$ cat config.mk
export PLATFORM = sky130hd
export DESIGN_NAME = line_edit_receive_buffer_flat
export DESIGN_NICKNAME = d
export VERILOG_FILES = /design/src/design/lerb_pkg.sv /design/src/design/lerb_if.sv /design/src/design/line_edit_receive_buffer.sv /design/src/design/lerb_store.sv /design/src/design/lerb_seq.sv /design/src/flat_wrapper.sv
export SDC_FILE = /design/constraint.sdc
export NUM_CORES = 2
export LEC_CHECK = 0
export BUFFER_PORTS_ARGS = -buffer_cell sky130_fd_sc_hd__buf_2
export CAP_MARGIN = 20
export CORE_ASPECT_RATIO = 0.6
export CORE_MARGIN = 10
export CORE_UTILIZATION = 40
export DETAILED_ROUTE_END_ITERATION = 6
export GPL_ROUTABILITY_DRIVEN = 0
export HOLD_SLACK_MARGIN = 0.1
export PLACE_DENSITY = 0.52
export SLEW_MARGIN = 5
export SYNTH_ARGS = -nofsm -noshare
export SYNTH_HDL_FRONTEND = slang
export SYNTH_SLANG_ARGS = --single-unit
$ cat constraint.sdc
create_clock -name clock -period 9.1 [get_ports clock]
set_input_delay 0.455 -clock clock [delete_from_list [all_inputs] [get_ports clock]]
set_output_delay 0.455 -clock clock [all_outputs]
set_load 0.1 [all_outputs]
$ cat src/design/lerb_pkg.sv
// ----------------------------------------------------------------------------
// lerb_pkg
// Shared codes, character constants and the result record of the receive
// line editor.
// ----------------------------------------------------------------------------
package lerb_pkg;

   // Result kinds.
   localparam logic [1:0] KIND_ECHO = 2'd0;
   localparam logic [1:0] KIND_LINE = 2'd1;
   localparam logic [1:0] KIND_END  = 2'd2;

   // Request actions.
   localparam logic ACT_RX   = 1'b0;
   localparam logic ACT_READ = 1'b1;

   // Control characters.
   localparam logic [7:0] CH_CR  = 8'h0D;
   localparam logic [7:0] CH_BS  = 8'h08;
   localparam logic [7:0] CH_DEL = 8'h7F;

   typedef struct packed {
      logic [1:0] kind;
      logic [7:0] char_out;
      logic       last;
      logic [5:0] byte_count;
   } result_type;

endpackage

$ cat src/design/lerb_if.sv
// ----------------------------------------------------------------------------
// lerb_if
// Valid/ready channels for request and response transactions.
// ----------------------------------------------------------------------------
interface lerb_req_if;
   logic       valid;
   logic       ready;
   logic       action;
   logic       port;
   logic [7:0] rx_byte;

   modport source (output valid, action, port, rx_byte, input ready);
   modport sink   (input valid, action, port, rx_byte, output ready);
endinterface

interface lerb_rsp_if;
   logic       valid;
   logic       ready;
   logic [1:0] kind;
   logic [7:0] char_out;
   logic       last;
   logic [5:0] byte_count;

   modport source (output valid, kind, char_out, last, byte_count, input ready);
   modport sink   (input valid, kind, char_out, last, byte_count, output ready);
endinterface

$ cat src/design/line_edit_receive_buffer.sv
// ----------------------------------------------------------------------------
// line_edit_receive_buffer
// Multi-port receive line editor with per-port ring buffers of characters.
// ----------------------------------------------------------------------------
// An echo is presented in the cycle after its transaction. A read-line request
// loads the registered store read data, then presents one line byte per cycle
// through the output register while rsp_bus.ready stays high, then the end
// result. One received byte is taken per cycle while the output register can
// take it; a read request holds off new requests until it has produced its end result.
// Reset clears indexes, line flags, state and output valid; the store is not.
module line_edit_receive_buffer #(
   parameter int FIFO_DEPTH = 64,
   parameter int PORT_COUNT = 2
) (
   input  logic              clock,
   input  logic              reset,
   lerb_req_if.sink          req_bus,
   lerb_rsp_if.source        rsp_bus
);

   // Ring index width and the width of the port select into the store.
   localparam int IDX_W = $clog2(FIFO_DEPTH);
   localparam int PW    = (PORT_COUNT > 1) ? $clog2(PORT_COUNT) : 1;

   logic                 out_can;
   logic                 emit_valid;
   lerb_pkg::result_type emit;

   logic                 wr_en, rd_en;
   logic [PW-1:0]        wr_sel, rd_sel;
   logic [IDX_W-1:0]     wr_idx, rd_idx;
   logic [7:0]           wr_data, rd_data;

   // Output register: one result waits here until the sink takes it.
   logic                 out_valid_ff, out_valid_in;
   lerb_pkg::result_type out_ff;

   // The sequencer may hand over a new result when the register is empty or
   // its current transaction completes in this cycle.
   assign out_can = !out_valid_ff || rsp_bus.ready;

   lerb_seq #(
      .FIFO_DEPTH (FIFO_DEPTH),
      .PORT_COUNT (PORT_COUNT),
      .IDX_W      (IDX_W),
      .PW         (PW)
   ) u_seq (
      .clock       (clock),
      .reset       (reset),
      .req_valid   (req_bus.valid),
      .req_ready   (req_bus.ready),
      .req_action  (req_bus.action),
      .req_port    (req_bus.port),
      .req_rx_byte (req_bus.rx_byte),
      .out_can     (out_can),
      .emit_valid  (emit_valid),
      .emit        (emit),
      .wr_en       (wr_en),
      .wr_sel      (wr_sel),
      .wr_idx      (wr_idx),
      .wr_data     (wr_data),
      .rd_en       (rd_en),
      .rd_sel      (rd_sel),
      .rd_idx      (rd_idx),
      .rd_data     (rd_data)
   );

   // The store holds the characters; its contents are only read at entries
   // that were written since the ring indexes last passed them.
   lerb_store #(
      .FIFO_DEPTH (FIFO_DEPTH),
      .PORT_COUNT (PORT_COUNT),
      .IDX_W      (IDX_W),
      .PW         (PW)
   ) u_store (
      .clock   (clock),
      .wr_en   (wr_en),
      .wr_sel  (wr_sel),
      .wr_idx  (wr_idx),
      .wr_data (wr_data),
      .rd_en   (rd_en),
      .rd_sel  (rd_sel),
      .rd_idx  (rd_idx),
      .rd_data (rd_data)
   );

   always_comb begin
      out_valid_in = out_valid_ff;
      if (emit_valid) begin
         out_valid_in = 1'b1;
      end else if (rsp_bus.ready) begin
         out_valid_in = 1'b0;
      end
   end

   always_ff @(posedge clock) begin
      if (reset) begin
         out_valid_ff <= 1'b0;
      end else begin
         out_valid_ff <= out_valid_in;
      end
   end

   // Payload is loaded only with a new result; no reset needed.
   always_ff @(posedge clock) begin
      if (emit_valid) begin
         out_ff <= emit;
      end
   end

   assign rsp_bus.valid      = out_valid_ff;
   assign rsp_bus.kind       = out_ff.kind;
   assign rsp_bus.char_out   = out_ff.char_out;
   assign rsp_bus.last       = out_ff.last;
   assign rsp_bus.byte_count = out_ff.byte_count;

endmodule

$ cat src/design/lerb_store.sv
// ----------------------------------------------------------------------------
// lerb_store
// Character store: one ring of entries per port, one write and one read
// port, read data registered.
// ----------------------------------------------------------------------------
module lerb_store #(
   parameter int FIFO_DEPTH = 64,
   parameter int PORT_COUNT = 2,
   parameter int IDX_W      = 6,
   parameter int PW         = 1
) (
   input  logic             clock,
   input  logic             wr_en,
   input  logic [PW-1:0]    wr_sel,
   input  logic [IDX_W-1:0] wr_idx,
   input  logic [7:0]       wr_data,
   input  logic             rd_en,
   input  logic [PW-1:0]    rd_sel,
   input  logic [IDX_W-1:0] rd_idx,
   output logic [7:0]       rd_data
);

   logic [7:0] store_mem [PORT_COUNT][FIFO_DEPTH];
   logic [7:0] rd_data_ff;

   always_ff @(posedge clock) begin
      if (wr_en) begin
         store_mem[wr_sel][wr_idx] <= wr_data;
      end
   end

   always_ff @(posedge clock) begin
      if (rd_en) begin
         rd_data_ff <= store_mem[rd_sel][rd_idx];
      end
   end

   assign rd_data = rd_data_ff;

endmodule

$ cat src/design/lerb_seq.sv
// ----------------------------------------------------------------------------
// lerb_seq
// Sequencer: per-port ring indexes and line flags, editing of received
// bytes, and the line extraction walk through the character store.
// ----------------------------------------------------------------------------
module lerb_seq #(
   parameter int FIFO_DEPTH = 64,
   parameter int PORT_COUNT = 2,
   parameter int IDX_W      = 6,
   parameter int PW         = 1
) (
   input  logic                   clock,
   input  logic                   reset,
   input  logic                   req_valid,
   output logic                   req_ready,
   input  logic                   req_action,
   input  logic                   req_port,
   input  logic [7:0]             req_rx_byte,
   input  logic                   out_can,
   output logic                   emit_valid,
   output lerb_pkg::result_type   emit,
   output logic                   wr_en,
   output logic [PW-1:0]          wr_sel,
   output logic [IDX_W-1:0]       wr_idx,
   output logic [7:0]             wr_data,
   output logic                   rd_en,
   output logic [PW-1:0]          rd_sel,
   output logic [IDX_W-1:0]       rd_idx,
   input  logic [7:0]             rd_data
);

   localparam logic [1:0] ST_IDLE = 2'd0;
   localparam logic [1:0] ST_SCAN = 2'd1;
   localparam logic [1:0] ST_END  = 2'd2;
   localparam logic [IDX_W-1:0] IDX_LAST = IDX_W'(FIFO_DEPTH - 1);

   logic [1:0]       state_ff, state_in;
   logic [IDX_W-1:0] wr_idx_ff [PORT_COUNT];
   logic [IDX_W-1:0] wr_idx_in [PORT_COUNT];
   logic [IDX_W-1:0] rd_idx_ff [PORT_COUNT];
   logic [IDX_W-1:0] rd_idx_in [PORT_COUNT];
   logic [PORT_COUNT-1:0] lr_ff, lr_in;
   logic [PW-1:0]    sel_ff, sel_in;
   logic [5:0]       cnt_ff, cnt_in;

   logic             req_fire;
   logic             port_ok;
   logic [PW-1:0]    psel;
   logic [IDX_W-1:0] p_wr, p_rd, p_nxt, s_wr, s_rd, s_nxt;
   logic             is_bs;

   function automatic logic [IDX_W-1:0] idx_inc(input logic [IDX_W-1:0] v);
      idx_inc = (v == IDX_LAST) ? '0 : v + 1'b1;
   endfunction

   function automatic logic [IDX_W-1:0] idx_dec(input logic [IDX_W-1:0] v);
      idx_dec = (v == '0) ? IDX_LAST : v - 1'b1;
   endfunction

   assign req_ready = (state_ff == ST_IDLE) && out_can;
   assign req_fire  = req_valid && req_ready;
   assign port_ok   = (32'(req_port) < PORT_COUNT);
   assign psel      = PW'(req_port);
   assign p_wr      = wr_idx_ff[psel];
   assign p_rd      = rd_idx_ff[psel];
   assign p_nxt     = idx_inc(p_wr);
   assign s_wr      = wr_idx_ff[sel_ff];
   assign s_rd      = rd_idx_ff[sel_ff];
   assign s_nxt     = idx_inc(s_rd);
   assign is_bs     = (req_rx_byte == lerb_pkg::CH_BS) || (req_rx_byte == lerb_pkg::CH_DEL);

   always_comb begin
      state_in   = state_ff;
      wr_idx_in  = wr_idx_ff;
      rd_idx_in  = rd_idx_ff;
      lr_in      = lr_ff;
      sel_in     = sel_ff;
      cnt_in     = cnt_ff;
      emit_valid = 1'b0;
      emit       = '0;
      wr_en      = 1'b0;
      wr_sel     = psel;
      wr_idx     = p_wr;
      wr_data    = req_rx_byte;
      rd_en      = 1'b0;
      rd_sel     = psel;
      rd_idx     = p_rd;

      case (state_ff)
         ST_IDLE: begin
            if (req_fire && port_ok) begin
               if (req_action == lerb_pkg::ACT_RX) begin
                  if (req_rx_byte == lerb_pkg::CH_CR) begin
                     lr_in[psel] = 1'b1;
                  end
                  if (is_bs) begin
                     if (p_rd != p_wr) begin
                        wr_idx_in[psel] = idx_dec(p_wr);
                        emit_valid      = 1'b1;
                     end
                  end else begin
                     if (p_nxt != p_rd) begin
                        wr_en           = 1'b1;
                        wr_idx_in[psel] = p_nxt;
                     end
                     emit_valid = 1'b1;
                  end
                  emit.kind     = lerb_pkg::KIND_ECHO;
                  emit.char_out = req_rx_byte;
                  emit.last     = 1'b1;
               end else begin
                  emit.kind = lerb_pkg::KIND_END;
                  emit.last = 1'b1;
                  if (!lr_ff[psel]) begin
                     emit_valid = 1'b1;
                  end else if (p_rd == p_wr) begin
                     lr_in[psel] = 1'b0;
                     emit_valid  = 1'b1;
                  end else begin
                     rd_en    = 1'b1;
                     sel_in   = psel;
                     cnt_in   = '0;
                     state_in = ST_SCAN;
                  end
               end
            end
         end
         ST_SCAN: begin
            // rd_data holds the entry at the current read index of sel_ff.
            rd_sel = sel_ff;
            rd_idx = s_nxt;
            if (out_can) begin
               emit_valid        = 1'b1;
               rd_idx_in[sel_ff] = s_nxt;
               if (rd_data == lerb_pkg::CH_CR) begin
                  lr_in[sel_ff]   = 1'b0;
                  emit.kind       = lerb_pkg::KIND_END;
                  emit.last       = 1'b1;
                  emit.byte_count = cnt_ff;
                  state_in        = ST_IDLE;
               end else begin
                  emit.kind     = lerb_pkg::KIND_LINE;
                  emit.char_out = rd_data;
                  cnt_in        = cnt_ff + 6'd1;
                  if (s_nxt == s_wr) begin
                     state_in = ST_END;
                  end else begin
                     rd_en = 1'b1;
                  end
               end
            end
         end
         ST_END: begin
            if (out_can) begin
               lr_in[sel_ff]   = 1'b0;
               emit_valid      = 1'b1;
               emit.kind       = lerb_pkg::KIND_END;
               emit.last       = 1'b1;
               emit.byte_count = cnt_ff;
               state_in        = ST_IDLE;
            end
         end
         default: begin
            state_in = ST_IDLE;
         end
      endcase
   end

   always_ff @(posedge clock) begin
      if (reset) begin
         state_ff <= ST_IDLE;
         lr_ff    <= '0;
         for (int i = 0; i < PORT_COUNT; i++) begin
            wr_idx_ff[i] <= '0;
            rd_idx_ff[i] <= '0;
         end
      end else begin
         state_ff  <= state_in;
         lr_ff     <= lr_in;
         wr_idx_ff <= wr_idx_in;
         rd_idx_ff <= rd_idx_in;
      end
   end

   always_ff @(posedge clock) begin
      sel_ff <= sel_in;
      cnt_ff <= cnt_in;
   end

`ifndef SYNTHESIS
   // A result is only produced when the output register can take it.
   a_emit_room: assert property (@(posedge clock) disable iff (reset)
      emit_valid |-> out_can)
      else $error("result produced while output register is occupied");

   // While scanning, the ring being read is never empty: its read index never equals the write index.
   a_scan_nonempty: assert property (@(posedge clock) disable iff (reset)
      (state_ff == ST_SCAN) |-> (s_rd != s_wr))
      else $error("line scan reached an empty ring");

   // A result produced while idle always comes from an accepted request.
   a_idle_emit: assert property (@(posedge clock) disable iff (reset)
      (state_ff == ST_IDLE && emit_valid) |-> req_fire)
      else $error("idle result without a request transaction");

   // The line flag of the scanned port is clear once a scan returns to idle.
   a_flag_cleared: assert property (@(posedge clock) disable iff (reset)
      (state_ff != ST_IDLE && state_in == ST_IDLE) |=> !lr_ff[$past(sel_ff)])
      else $error("line flag still set after line read");
`endif

endmodule

$ cat src/flat_wrapper.sv
// flat-port wrapper written by rule: the top's interface ports become plain ports
module line_edit_receive_buffer_flat 
#(
   parameter int FIFO_DEPTH = 64,
   parameter int PORT_COUNT = 2
)
  (clock, reset, req_bus_valid, req_bus_action, req_bus_port, req_bus_rx_byte, req_bus_ready, rsp_bus_valid, rsp_bus_kind, rsp_bus_char_out, rsp_bus_last, rsp_bus_byte_count, rsp_bus_ready);
  lerb_req_if req_bus_i ();
  lerb_rsp_if rsp_bus_i ();
  input  logic clock;
  input  logic reset;
  input wire logic [$bits(req_bus_i.valid)-1:0] req_bus_valid;
  input wire logic [$bits(req_bus_i.action)-1:0] req_bus_action;
  input wire logic [$bits(req_bus_i.port)-1:0] req_bus_port;
  input wire logic [$bits(req_bus_i.rx_byte)-1:0] req_bus_rx_byte;
  output wire logic [$bits(req_bus_i.ready)-1:0] req_bus_ready;
  output wire logic [$bits(rsp_bus_i.valid)-1:0] rsp_bus_valid;
  output wire logic [$bits(rsp_bus_i.kind)-1:0] rsp_bus_kind;
  output wire logic [$bits(rsp_bus_i.char_out)-1:0] rsp_bus_char_out;
  output wire logic [$bits(rsp_bus_i.last)-1:0] rsp_bus_last;
  output wire logic [$bits(rsp_bus_i.byte_count)-1:0] rsp_bus_byte_count;
  input wire logic [$bits(rsp_bus_i.ready)-1:0] rsp_bus_ready;
  assign req_bus_i.valid = req_bus_valid;
  assign req_bus_i.action = req_bus_action;
  assign req_bus_i.port = req_bus_port;
  assign req_bus_i.rx_byte = req_bus_rx_byte;
  assign req_bus_ready = req_bus_i.ready;
  assign rsp_bus_valid = rsp_bus_i.valid;
  assign rsp_bus_kind = rsp_bus_i.kind;
  assign rsp_bus_char_out = rsp_bus_i.char_out;
  assign rsp_bus_last = rsp_bus_i.last;
  assign rsp_bus_byte_count = rsp_bus_i.byte_count;
  assign rsp_bus_i.ready = rsp_bus_ready;
  line_edit_receive_buffer #(.FIFO_DEPTH(FIFO_DEPTH), .PORT_COUNT(PORT_COUNT)) u_core (.clock(clock), .reset(reset), .req_bus(req_bus_i), .rsp_bus(rsp_bus_i));
endmodule
==> results.txt <==
Hold_ws - 0.1682 ns
Total of max-cap violations - 0
Num CTS Buffers - 98
Clk sinks - 1085
Number of flops mapped to enable cells by yosys - 1056
CP Class - reg -> reg
Via density - 5.997
Vias in the first global route - 27000
Area delta synth->final - 10.71%
Cell Area, Synth - 45110 sq um
Final net count - 3173
Commonest non-fill, non-tap cell in the layout - edfxtp_1
Synth Flop Type - edfxtp_1
Hold Path Class - in -> reg
Final setup fails - 0
Final-report max-slew violation count - 0
Worst skew pair latency - 0.71 ns
TritonCTS clock tree - done
Buffers on Ports - 32
Pin count of the biggest net entering global routing - 145
Max Clk Rate - 166.7 MHz
Yosys reg bits - 1085
Worst-path fanout max - 30
Ports - 33
Element type at the critical path end - flip-flop
Commonest non-fill, non-tap cells in the layout - 1056 x edfxtp_1, 573 x nand2_1, 193 x nor2_1
Core area - 112000 sq um
Post-layout min period - 5.999 ns
DRC viols - 0
GRT Util Overall - 0.2222
Synth top area share - 0.7030
Leak Pwr - 15.75 nW
DR WL/cell - 30.48 um
Initial DRC Count - 4025
Power Density - 203.1 nW/um^2
Final worst-path setup slack - 3.101 ns
Cell accounting for the most synthesized area - edfxtp_1
Setup Buffers After CTS - 0
Starting density of the core - 0.4028
Syn_area_per_cell - 14.36 sq um
Async S/R FF share, synth - 0
Peak VDD IR - 0.0001683 V
First-pass GRT wire length - 204.6 mm
CTS Buffer Depth - 3
Final Hold Viols - 0
Die Ht - 280.1 um
Ant. Diodes - 0
Post-synthesis cell count - 3142
Status - finished clean
Main area contributors after synthesis - edfxtp_1 70%, nand2_1 4.8%, mux2i_1 3.9%, mux4_2 2.6%, nand3_1 2.1%
Die Area - 127000 sq um
Initial antenna violation count - 13
CP arrival - 6.43 ns
Routed vias - 28360
Slew at the pin closest to its max-slew limit - 1.184 ns
Htree depth - 3
Share of layout cells above drive strength 1 - 0.1131
Number of distinct library cells after synthesis - 93
Resize count post-CTS - 0
Setup TNS - 0 ns
Drt pass-1 iters - 7
Syn Nets - 3165
ANT nets after route - 0
Worst Setup Start Kind - flip-flop
DP HPWL - 87.87 mm
Clock slew at reported path FFs - 0.07 ns
RSZ-0062 raised after global routing - false
Total global routing overflow - 0
# hold bufs at CTS - 1
Worst slew margin - 0.2021
Root Buffer - clkbuf_16
Die Wd - 453.5 um
Routed WL - 144.1 mm
CP Data Required Time - 9.53 ns
Yosys warns - 0
Rows - 95
Placement Setup Slack - 3.346 ns
Sequential share of the synthesized area - 0.7159
Final Skew - 0.04843 ns
Final Cycle Share - 0.6592
area by class of cell:
| type | instances | area, sq um |
|---|---|---|
| fill | 9879 | 62030 |
| sequential | 1085 | 32290 |
| multi-input combinational | 1836 | 11680 |
| clock buffer | 111 | 2565 |
| tap | 1503 | 1881 |
| timing repair buffer | 114 | 890.9 |
| clock inverter | 65 | 571.8 |
| inverter | 15 | 56.30 |
layer usage:
metal  part of all wire  GRT usage  vias up
li1                   -          -    12040
met1               0.45     0.3354    14580
met2               0.41     0.3006     1534
met3               0.12    0.07962      205
met4              0.022    0.05263        8
met5            0.00031          0        -
report_power, final:
| group | internal (mW) | switching, mW |
|---|---|---|
| sequential | 5.49 | 0.00459 |
| combinational | 0.111 | 0.362 |
| clock | 2.28 | 1.90 |
cells in the mapped netlist (all sizes together) (30+ instances only):
| library cell | count |
|---|---|
| clkbuf | 59 |
| and3 | 30 |
| o21ai | 37 |
| buf | 147 |
| nand2 | 576 |
| a31oi | 35 |
| edfxtp | 1056 |
| mux2i | 177 |
| nor2 | 193 |
| nor3 | 35 |
| a21oi | 105 |
| o22ai | 32 |
| mux4 | 53 |
| nand3 | 187 |
| a311oi | 35 |
kinds of logic (layout without fill, tap and decap cells):
group,Yosys count,count (layout),synth area share
simple gates,1106,1106,0.1053
fa+ha+maj,9,9,0.002497
mux,246,246,0.07034
compound gates,448,448,0.07234
flops,1085,1085,0.7159
xor+xnor,27,27,0.005242
buf+inv,221,305,0.02840
flip-flops by register name, indices dropped and copies added, names as in the netlist, named ones only:
register                   flops
u_core.rsp_bus.char_out        8
u_core.u_seq.rd_idx_ff        12
u_core.rsp_bus.valid           1
u_core.u_seq.state_ff          2
u_core.u_store.rd_data         8
u_core.u_store.store_mem    1024
u_core.u_seq.wr_idx_ff        12
u_core.rsp_bus.kind            2
u_core.u_seq.sel_ff            1
u_core.rsp_bus.last            1
u_core.u_seq.cnt_ff            6
u_core.rsp_bus.byte_count      6
critical path, cell delays in order (launching register included):
cell and delay [ns]:
edfxtp_1 0.51, mux2_2 0.29, ha_1 0.39, inv_1 0.13, a2111oi_0 0.92, a221o_2 0.65
buf_4 0.61, nand2_1 0.47, a2111oi_0 0.82, nor2_1 0.08, a21oi_1 0.62, o31ai_1 0.17
per-stage QoR:
stage               instances    util  cell area [sq um]  power (mW)
finish                   4729  0.4460              49940       10.14
global route             4729  0.4460              49940       10.41
CTS                      4725  0.4458              49910       10.18
detailed placement       4548  0.4177              46770       6.066
global placement         4544  0.4174              46740       6.059
floorplan                3142       -              45110       5.851
final timing paths:
| path | startpoint | to | slack, ns | cells past startpoint |
|---|---|---|---|---|
| max | u_core.u_seq.sel_ff | u_core.u_store.rd_data[6] | 3.10 | 11 |
| min | rsp_bus_ready | u_core.rsp_bus.valid | 0.17 | 3 |
| max reg2reg | u_core.u_seq.sel_ff | u_core.u_store.rd_data[6] | 3.10 | 11 |
| min reg2reg | flip-flop | flip-flop | 0.49 | 2 |
Note: power is estimated with default switching activity, not from simulation.
